===== src/rtl/sdi12_line_transceiver_assert.svh =====
// Assertion macros for the SDI-12 line transceiver.
`ifndef SDI12_LINE_TRANSCEIVER_ASSERT_SVH
`define SDI12_LINE_TRANSCEIVER_ASSERT_SVH

// Same-cycle implication, checked outside reset.
`define SDI12_ASSERT_IMPL(label, ante, cons, msg) \
  label: assert property (@(posedge clk_i) disable iff (!rst_ni) (ante) |-> (cons)) \
    else $error(msg);

// Next-cycle implication, checked outside reset.
`define SDI12_ASSERT_NEXT(label, ante, cons, msg) \
  label: assert property (@(posedge clk_i) disable iff (!rst_ni) (ante) |=> (cons)) \
    else $error(msg);

`endif


===== src/rtl/sdi12_pkg.sv =====
// Types, codes and helpers shared by the SDI-12 line transceiver modules.
package sdi12_pkg;

  // Request codes
  typedef enum logic [2:0] {
    OP_TICK   = 3'd0,
    OP_BEGIN  = 3'd1,
    OP_SEND   = 3'd2,
    OP_FINISH = 3'd3,
    OP_RECV   = 3'd4,
    OP_IDLE   = 3'd5
  } op_e;

  // Configuration register indexes
  typedef enum logic [1:0] {
    CFG_BREAK   = 2'd0,
    CFG_MARKING = 2'd1,
    CFG_BIT     = 2'd2
  } cfg_idx_e;

  // Bus mode
  typedef enum logic [3:0] {
    MODE_IDLE   = 4'b0001,
    MODE_SEND   = 4'b0010,
    MODE_FRAME  = 4'b0100,
    MODE_LISTEN = 4'b1000
  } mode_e;

  // Command preamble phase
  typedef enum logic [3:0] {
    PH_NONE  = 4'b0001,
    PH_BREAK = 4'b0010,
    PH_MARK  = 4'b0100,
    PH_READY = 4'b1000
  } phase_e;

  // Encoded bus mode as seen on the result
  localparam logic [1:0] BUS_IDLE   = 2'd0;
  localparam logic [1:0] BUS_SEND   = 2'd1;
  localparam logic [1:0] BUS_FRAME  = 2'd2;
  localparam logic [1:0] BUS_LISTEN = 2'd3;

  localparam logic [15:0] BREAK_TICKS_RST   = 16'd13000;
  localparam logic [15:0] MARKING_TICKS_RST = 16'd9000;
  localparam logic [15:0] BIT_TICKS_RST     = 16'd833;

  localparam logic [6:0] CHAR_CR = 7'h0D;
  localparam logic [6:0] CHAR_LF = 7'h0A;

  // Transmit side status after the current request
  typedef struct packed {
    logic       line_level;
    logic       drive_enable;
    logic       tx_ready;
    logic       rejected;
    logic [1:0] bus_mode;
  } tx_status_t;

  // Control from the transmit side to the receive side
  typedef struct packed {
    logic listen;  // currently listening
    logic clear;   // finish taken: restart the receive buffer
  } ctrl_rx_t;

  // Receive side result of the current request
  typedef struct packed {
    logic       valid;
    logic       rejected;
    logic [6:0] rx_char;
    logic [6:0] rx_index;
    logic       first_char;
    logic       end_of_line;
  } rx_result_t;

  function automatic logic [1:0] mode_to_bus(mode_e m);
    logic [1:0] b;
    case (m)
      MODE_IDLE:   b = BUS_IDLE;
      MODE_SEND:   b = BUS_SEND;
      MODE_FRAME:  b = BUS_FRAME;
      MODE_LISTEN: b = BUS_LISTEN;
      default:     b = BUS_IDLE;
    endcase
    return b;
  endfunction

endpackage


===== src/rtl/sdi12_line_transceiver.sv =====
// Top level of the SDI-12 line transceiver: config registers and result register.
// One request per cycle: a request is taken whenever the result register is empty
// or its result is being taken in the same cycle, and its result appears in the
// result register on the next cycle. The whole update of the bus state for one
// request is one pass of logic between the state registers and the result
// register, so without stalls the rate is one request per clock. All timing
// (break, marking, bit length) counts tick requests, not clock cycles. There is
// no clearing pass after reset. Config registers take a write every cycle.
`include "sdi12_line_transceiver_assert.svh"

module sdi12_line_transceiver
  import sdi12_pkg::*;
#(
  parameter int RX_DEPTH = 128
) (
  input  logic        clk_i,
  input  logic        rst_ni,
  // configuration writes
  input  logic        cfg_valid_i,
  output logic        cfg_ready_o,
  input  logic [1:0]  cfg_index_i,
  input  logic [15:0] cfg_data_i,
  // requests
  input  logic        in_valid_i,
  output logic        in_ready_o,
  input  logic [2:0]  op_i,
  input  logic [7:0]  data_char_i,
  // results
  output logic        out_valid_o,
  input  logic        out_ready_i,
  output logic        line_level_o,
  output logic        drive_enable_o,
  output logic        tx_ready_o,
  output logic        rejected_o,
  output logic        rx_valid_o,
  output logic [6:0]  rx_char_o,
  output logic [6:0]  rx_index_o,
  output logic        first_char_o,
  output logic        end_of_line_o,
  output logic [1:0]  bus_mode_o
);

  logic [15:0] break_ticks_q;
  logic [15:0] marking_ticks_q;
  logic [15:0] bit_ticks_q;
  logic        accept;
  logic        res_valid_q;
  tx_status_t  tx_status;
  ctrl_rx_t    rx_ctl;
  rx_result_t  rx_res;
  tx_status_t  tx_q;
  rx_result_t  rx_q;

  // Config registers
  assign cfg_ready_o = 1'b1;

  always_ff @(posedge clk_i or negedge rst_ni) begin
    if (!rst_ni) begin
      break_ticks_q   <= BREAK_TICKS_RST;
      marking_ticks_q <= MARKING_TICKS_RST;
      bit_ticks_q     <= BIT_TICKS_RST;
    end else if (cfg_valid_i) begin
      case (cfg_idx_e'(cfg_index_i))
        CFG_BREAK:   break_ticks_q   <= cfg_data_i;
        CFG_MARKING: marking_ticks_q <= cfg_data_i;
        CFG_BIT:     bit_ticks_q     <= cfg_data_i;
        default: begin
          // index outside the register list: no effect
        end
      endcase
    end
  end

  // Request transfer whenever the result slot frees up
  assign in_ready_o = !res_valid_q || out_ready_i;
  assign accept     = in_valid_i && in_ready_o;

  sdi12_ctrl u_ctrl (
    .clk_i           (clk_i),
    .rst_ni          (rst_ni),
    .accept_i        (accept),
    .op_i            (op_i),
    .data_char_i     (data_char_i),
    .break_ticks_i   (break_ticks_q),
    .marking_ticks_i (marking_ticks_q),
    .bit_ticks_i     (bit_ticks_q),
    .status_o        (tx_status),
    .rx_ctl_o        (rx_ctl)
  );

  sdi12_rx #(
    .RX_DEPTH (RX_DEPTH)
  ) u_rx (
    .clk_i       (clk_i),
    .rst_ni      (rst_ni),
    .accept_i    (accept),
    .op_i        (op_i),
    .data_char_i (data_char_i),
    .rx_ctl_i    (rx_ctl),
    .result_o    (rx_res)
  );

  // Result register: valid flag
  always_ff @(posedge clk_i or negedge rst_ni) begin
    if (!rst_ni) begin
      res_valid_q <= 1'b0;
    end else if (in_ready_o) begin
      res_valid_q <= in_valid_i;
    end
  end

  // Result register: payload
  always_ff @(posedge clk_i) begin
    if (accept) begin
      tx_q <= tx_status;
      rx_q <= rx_res;
    end
  end

  assign out_valid_o    = res_valid_q;
  assign line_level_o   = tx_q.line_level;
  assign drive_enable_o = tx_q.drive_enable;
  assign tx_ready_o     = tx_q.tx_ready;
  assign rejected_o     = tx_q.rejected | rx_q.rejected;
  assign rx_valid_o     = rx_q.valid;
  assign rx_char_o      = rx_q.rx_char;
  assign rx_index_o     = rx_q.rx_index;
  assign first_char_o   = rx_q.first_char;
  assign end_of_line_o  = rx_q.end_of_line;
  assign bus_mode_o     = tx_q.bus_mode;

  // Checks
  `SDI12_ASSERT_IMPL(a_rx_only_listening, out_valid_o && rx_valid_o,
    !rejected_o && !drive_enable_o && (bus_mode_o == BUS_LISTEN),
    "received char outside listening")
  `SDI12_ASSERT_IMPL(a_ready_in_send, out_valid_o && tx_ready_o,
    drive_enable_o && (bus_mode_o == BUS_SEND), "tx ready outside send mode")
  `SDI12_ASSERT_IMPL(a_first_at_zero, out_valid_o && first_char_o,
    rx_valid_o && (rx_index_o == 7'd0), "first char not at index zero")
  `SDI12_ASSERT_IMPL(a_eol_is_lf, out_valid_o && end_of_line_o,
    rx_valid_o && (rx_char_o == CHAR_LF), "end of line flagged on non-LF")

endmodule


===== src/rtl/sdi12_ctrl.sv =====
// Transmit sequencer: mode, break and marking timing, 7E1 frame shifting.
module sdi12_ctrl
  import sdi12_pkg::*;
(
  input  logic        clk_i,
  input  logic        rst_ni,
  input  logic        accept_i,
  input  logic [2:0]  op_i,
  input  logic [7:0]  data_char_i,
  input  logic [15:0] break_ticks_i,
  input  logic [15:0] marking_ticks_i,
  input  logic [15:0] bit_ticks_i,
  output tx_status_t  status_o,
  output ctrl_rx_t    rx_ctl_o
);

  mode_e       mode_q, mode_d;
  phase_e      phase_q, phase_d;
  logic [15:0] tick_q, tick_d;
  logic [3:0]  bits_q, bits_d;
  logic [9:0]  shift_q, shift_d;
  logic        pin_q, pin_d;
  logic        rej;
  logic        clear;
  logic        ready;
  logic        timing;
  logic [9:0]  frame;

  assign ready = (mode_q == MODE_SEND) && (phase_q == PH_READY);

  // Counter runs during break, marking and a frame
  assign timing = (mode_q == MODE_FRAME) ||
                  ((mode_q == MODE_SEND) && ((phase_q == PH_BREAK) || (phase_q == PH_MARK)));

  // Frame with inverted levels: start high, data 1 low, even parity, stop low
  assign frame = {1'b0, ~(^data_char_i[6:0]), ~data_char_i[6:0], 1'b1};

  // Next state
  always_comb begin
    mode_d  = mode_q;
    phase_d = phase_q;
    tick_d  = tick_q;
    bits_d  = bits_q;
    shift_d = shift_q;
    pin_d   = pin_q;
    rej     = 1'b0;
    clear   = 1'b0;
    case (op_e'(op_i))
      OP_TICK: begin
        if (timing) begin
          if (tick_q > 16'd1) begin
            tick_d = tick_q - 16'd1;
          end else if (mode_q == MODE_SEND) begin
            if (phase_q == PH_BREAK) begin
              phase_d = PH_MARK;
              pin_d   = 1'b0;
              tick_d  = marking_ticks_i;
            end else begin
              phase_d = PH_READY;
              tick_d  = '0;
            end
          end else if (bits_q != 4'd0) begin
            pin_d   = shift_q[0];
            shift_d = {1'b0, shift_q[9:1]};
            bits_d  = bits_q - 4'd1;
            tick_d  = bit_ticks_i;
          end else begin
            mode_d  = MODE_SEND;
            phase_d = PH_READY;
            tick_d  = '0;
            pin_d   = 1'b0;
          end
        end
      end
      OP_BEGIN: begin
        if (mode_q == MODE_IDLE) begin
          mode_d  = MODE_SEND;
          phase_d = PH_BREAK;
          pin_d   = 1'b1;
          tick_d  = break_ticks_i;
        end else begin
          rej = 1'b1;
        end
      end
      OP_SEND: begin
        if (ready) begin
          mode_d  = MODE_FRAME;
          pin_d   = frame[0];
          shift_d = {1'b0, frame[9:1]};
          bits_d  = 4'd9;
          tick_d  = bit_ticks_i;
        end else begin
          rej = 1'b1;
        end
      end
      OP_FINISH: begin
        if (ready) begin
          mode_d  = MODE_LISTEN;
          phase_d = PH_NONE;
          tick_d  = '0;
          pin_d   = 1'b0;
          clear   = 1'b1;
        end else begin
          rej = 1'b1;
        end
      end
      OP_RECV: begin
        // handled on the receive side
      end
      OP_IDLE: begin
        mode_d  = MODE_IDLE;
        phase_d = PH_NONE;
        tick_d  = '0;
        bits_d  = '0;
        shift_d = '0;
        pin_d   = 1'b0;
      end
      default: begin
        rej = 1'b1;
      end
    endcase
  end

  // State registers
  always_ff @(posedge clk_i or negedge rst_ni) begin
    if (!rst_ni) begin
      mode_q  <= MODE_IDLE;
      phase_q <= PH_NONE;
      tick_q  <= '0;
      bits_q  <= '0;
      shift_q <= '0;
      pin_q   <= 1'b0;
    end else if (accept_i) begin
      mode_q  <= mode_d;
      phase_q <= phase_d;
      tick_q  <= tick_d;
      bits_q  <= bits_d;
      shift_q <= shift_d;
      pin_q   <= pin_d;
    end
  end

  // Status reflects the state after this request
  assign status_o.line_level   = pin_d;
  assign status_o.drive_enable = (mode_d == MODE_SEND) || (mode_d == MODE_FRAME);
  assign status_o.tx_ready     = (mode_d == MODE_SEND) && (phase_d == PH_READY);
  assign status_o.rejected     = rej;
  assign status_o.bus_mode     = mode_to_bus(mode_d);

  assign rx_ctl_o.listen = (mode_q == MODE_LISTEN);
  assign rx_ctl_o.clear  = clear;

endmodule


===== src/rtl/sdi12_rx.sv =====
// Receive side: seven-bit masking, wrapping index, first char and CR-LF flags.
module sdi12_rx
  import sdi12_pkg::*;
#(
  parameter int RX_DEPTH = 128
) (
  input  logic       clk_i,
  input  logic       rst_ni,
  input  logic       accept_i,
  input  logic [2:0] op_i,
  input  logic [7:0] data_char_i,
  input  ctrl_rx_t   rx_ctl_i,
  output rx_result_t result_o
);

  localparam int IDX_W = $clog2(RX_DEPTH);
  localparam logic [IDX_W:0] DEPTH_L = (IDX_W + 1)'(RX_DEPTH);

  logic [IDX_W-1:0] idx_q, idx_d;
  logic [6:0]       prev_q, prev_d;
  logic [IDX_W:0]   idx_inc;
  logic [6:0]       ch;
  logic             is_recv;
  logic             take;

  assign ch      = data_char_i[6:0];
  assign is_recv = (op_e'(op_i) == OP_RECV);
  assign take    = is_recv && rx_ctl_i.listen;
  assign idx_inc = {1'b0, idx_q} + 1'b1;

  // Index and previous character update
  always_comb begin
    idx_d  = idx_q;
    prev_d = prev_q;
    if (take) begin
      prev_d = ch;
      idx_d  = (idx_inc >= DEPTH_L) ? '0 : idx_inc[IDX_W-1:0];
    end else if (rx_ctl_i.clear) begin
      idx_d  = '0;
      prev_d = '0;
    end
  end

  always_ff @(posedge clk_i or negedge rst_ni) begin
    if (!rst_ni) begin
      idx_q  <= '0;
      prev_q <= '0;
    end else if (accept_i) begin
      idx_q  <= idx_d;
      prev_q <= prev_d;
    end
  end

  // Result fields other than rejected read zero unless a character was taken
  assign result_o.valid       = take;
  assign result_o.rejected    = is_recv && !rx_ctl_i.listen;
  assign result_o.rx_char     = take ? ch : '0;
  assign result_o.rx_index    = take ? 7'(idx_q) : '0;
  assign result_o.first_char  = take && (idx_q == '0);
  assign result_o.end_of_line = take && (prev_q == CHAR_CR) && (ch == CHAR_LF);

endmodule

===== config.mk =====
export PLATFORM = sky130hd
export DESIGN_NAME = sdi12_line_transceiver
export DESIGN_NICKNAME = d
export VERILOG_FILES = /design/src/rtl/sdi12_pkg.sv /design/src/rtl/sdi12_line_transceiver.sv /design/src/rtl/sdi12_ctrl.sv /design/src/rtl/sdi12_rx.sv
export VERILOG_INCLUDE_DIRS = /design/src /design/src/rtl
export SDC_FILE = /design/constraint.sdc
export NUM_CORES = 1
export LEC_CHECK = 0
export BUFFER_PORTS_ARGS = -buffer_cell sky130_fd_sc_hd__buf_2
export CAP_MARGIN = 20
export CELL_PAD_IN_SITES_DETAIL_PLACEMENT = 2
export CELL_PAD_IN_SITES_GLOBAL_PLACEMENT = 2
export CORE_MARGIN = 4
export CORE_UTILIZATION = 35
export DETAILED_ROUTE_END_ITERATION = 16
export PLACE_DENSITY_LB_ADDON = 0.1
export SLEW_MARGIN = 5
export SYNTH_ARGS = -nofsm -noshare
export SYNTH_HDL_FRONTEND = slang
export SYNTH_SLANG_ARGS = --single-unit
export TNS_END_PERCENT = 1

===== constraint.sdc =====
create_clock -name clk_i -period 2.3 [get_ports clk_i]
set_input_delay 0.46 -clock clk_i [delete_from_list [all_inputs] [get_ports clk_i]]
set_output_delay 0.46 -clock clk_i [all_outputs]
set_load 0.1 [all_outputs]

==> results by group <==
Routing
  – Detailed-route DRC error count: 0
  – Routed Wire Length: 23.0 mm
  – First-pass iteration count of the detailed router: 6
  – Iter 0 DRT Violations: 253
  – Routed Antenna Nets: 0
  – Vias per cell: 5.52
  – DR vias: 5,860
  – DR WL/cell: 21.6 um

Critical path
  – Top cell by count, worst path: or4_4
  – Worst setup SP type: flop
  – Arr. time, crit path: 2.91 ns
  – Worst path max stage delay: 0.57 ns
  – Reg-to-reg endpoint: tx_ready_o
  – CP required: 2.60 ns
  – Crit-path cells: or4_4 -> buf_6 -> or4_4 -> nor3_4 -> a31o_2 -> a21boi_1 -> and4_1
  – Worst R2R Setup Slack: -0.32 ns
  – R2r worst-path depth: 7
  – Critical path capture point type: flop
  – CP max FO: 6
  – Worst R2R Start: u_ctrl.tick_q[13]
  – CP max stage cell: or4_4
  – Critical path class: reg -> reg

Cells and area
  – Nets@finish: 830
  – Area grow syn2layout: 29.1%
  – Share of layout cells above drive strength 1: 38.1%
  – Final Util: 46.4%
  – Antenna diodes: 0
  – Footprint of the multi-input gates: 3290 sq um
  – Fillcell total: 1,983
  – Post-route cell area: 8730 sq um
  – Register Area: 3250 sq um

Timing
  – Slew @ Worst Pin: 0.597 ns
  – Max Freq: 382 MHz
  – Final hold violation count: 0
  – RSZ-0062 raised after global routing: true
  – Relative slew slack: 59.8%
  – Final worst setup slack: -0.317 ns
  – Final setup viols: 41
  – Clk_skew: 0.0168 ns
  – Slew Viols, Final: 0
  – Post-route minimum period: 2.62 ns
  – Post-route clock period utilization: 114%

Clock tree
  – CTS buffer count: 17
  – CTS Sinks: 124
  – Worst-skew pair later-pin latency: 0.43 ns
  – CTS tree: done
  – CTS max path bufs: 2
  – H-tree level count: 4
  – Hold Buf Count CTS: 0
  – Root buffer cell: clkbuf_16
  – Worst-path clk slew: 0.06 ns
  – Post-CTS setup buffer count: 0

Status
  – Failing checks: negative setup slack
  – Outcome: finished with violations

Synthesis
  – Predominant post-synthesis flop cell: dfrtp_1
  – Synthesized Nets: 702
  – Synth top cells by count: dfrtp_1 (83), nand2_1 (55), mux2_2 (49)
  – Sequential area share after synthesis: 48.0%
  – EDFF count, synth: 24
  – Yosys top cell by area: dfrtp_1
  – Mapped Area: 6760 sq um
  – Top-count cell post-synth: dfrtp_1
  – YS warnings: 0
  – Synth top area share: 30.7%
  – Top area cells in the synthesized netlist: dfrtp_1 (31%), edfxtp_1 (11%), mux2_2 (8.2%)
  – #FFs+latches synth: 124
  – Cells after synthesis: 660
  – Mean post-synth cell area: 10.2 sq um
  – Async SR Flop Fraction: 80.6%
  – Netlist cell types: 69

Floorplanning
  – Die H: 147 um
  – Core Area: 18,800 sq um
  – I/O pin count: 60
  – Die Area: 21,600 sq um
  – Initial core utilization: 35.9%
  – # rows: 50
  – DIE WIDTH: 147 um

GRT
  – Initial antenna violation count: 0
  – Vias in the first global route: 6,733
  – GRT overflow: 0
  – GRT Overall Usage: 21.7%
  – First-pass GRT wire length: 37.4 mm
  – Largest net degree at the start of global routing: 46

Place
  – Placer Congestion: 0.860
  – Dpl hpwl: 16.3 mm
  – Area of placed instances: 7980 sq um
  – IO Port Bufs: 57

Run
  – Max-cap viol count: 0

Pwr
  – Leakage power: 3.71 nW
  – Pwr dens: 955 nW/um^2
  – Peak supply drop: 0.000548 V

Min path
  – Hold Path Class: in -> async
[what timing repair did]
action / CTS / global route
pin swaps: 3 / 10
endpoints found under the hold margin: 0 / 0
resized for setup: 15 / 21
setup endpoints to repair: 53 / 55
[per-layer routing]
layer,wire [um],track usage (%)
met3,544,3.27
met1,9570,25.9
met2,12600,40.9
met5,0,0
met4,229,5.03
[layout make-up]
type	count	area share, %
inverters	20	0.917
repair buffers	165	13.4
well taps	260	3.73
clock buffers	17	4.87
multi-input cells	460	37.7
flip-flops and latches	124	37.2
clock inverters	15	2.16
[report_power, final]
group	switching (mW)	internal (mW)	total, mW
combinational	1.46	1.12	2.57
clock	1.15	1.73	2.87
sequential	0.241	2.65	2.89
[flip-flops by register name, indices dropped and copies added (netlist names)]
| register | count |
|---|---|
| bit_ticks_q | 16 |
| break_ticks_q | 16 |
| marking_ticks_q | 16 |
| u_ctrl.tick_q | 16 |
| u_ctrl.shift_q | 8 |
| rx_char_o | 7 |
| rx_index_o | 7 |
| u_rx.idx_q | 7 |
| u_rx.prev_q | 7 |
| u_ctrl.bits_q | 4 |
| u_ctrl.mode_q | 4 |
| u_ctrl.phase_q | 4 |
| bus_mode_o | 2 |
| drive_enable_o | 1 |
| end_of_line_o | 1 |
| first_char_o | 1 |
| line_level_o | 1 |
| out_valid_o | 1 |
| rx_q | 1 |
| rx_valid_o | 1 |
| tx_q | 1 |
| tx_ready_o | 1 |
| u_ctrl.pin_q | 1 |
[layout by cell type, fill, tap and decap left out, types with 8 or more instances in the layout]
cell type  count
a211oi_1      17
a21oi_1       25
a221oi_1      12
a22o_1         8
a31oi_1       11
and2_1        11
buf_2         56
buf_4        101
clkbuf_16     17
dfrtp_1       82
dfstp_2       17
edfxtp_1      24
ha_1           8
inv_1         19
mux2_2        49
nand2_1       53
nand2b_1      15
nand4_1       14
nor2_1        39
nor3_1        14
o21ai_0       30
o21ai_1       11
o31ai_1       22
xnor2_1        9
[worst max path at each step]
| stage | from | depth (start not counted) | slack, ns | end |
|---|---|---|---|---|
| 2_1_floorplan | u_ctrl.tick_q[10] | 8 | -0.11 | tx_ready_o |
| 3_3_place_gp | u_ctrl.tick_q[13] | 7 | -0.44 | tx_ready_o |
| 6_report | u_ctrl.tick_q[13] | 7 | -0.32 | tx_ready_o |
| 3_5_place_dp | u_ctrl.tick_q[6] | 8 | -0.41 | tx_ready_o |
| 5_1_grt | u_ctrl.tick_q[13] | 7 | -0.42 | tx_ready_o |
| 4_1_cts | u_ctrl.tick_q[6] | 7 | -0.35 | tx_ready_o |
[through the flow]
step	instances	TNS (ns)	hold WS [ns]	total power [mW]	setup WS, ns
floorplan	660	-2.08	0.164	4.30	-0.111
global placement	1029	-8.55	0.461	5.26	-0.440
detailed placement	1029	-9.38	0.474	5.38	-0.415
CTS	1061	-8.58	0.0347	8.37	-0.346
global route	1061	-11.07	0.0525	8.78	-0.415
finish	1061	-7.64	0.0154	8.34	-0.317
[critical path: cells and delay by family, from the launching register on]
kind | cells | cell delay, ns
AO/OA/AOI/OAI | 2 | 0.39
buffers and inverters | 1 | 0.15
flip-flops | 1 | 0.40
AND/OR/NAND/NOR | 4 | 1.53
[cell families (layout without fill, tap and decap cells)]
kind of cell	Yosys count	after routing	share of synthesized area, %
compound gates	175	175	17.5
xor+xnor	16	16	2.07
fa+ha+maj	8	8	1.48
buf+inv	76	217	5.49
flops	124	124	48.0
mux	49	49	8.16
other cells	1	1	0.0555
simple gates	211	211	17.3
No activity file was read; power rests on OpenSTA's default activity.
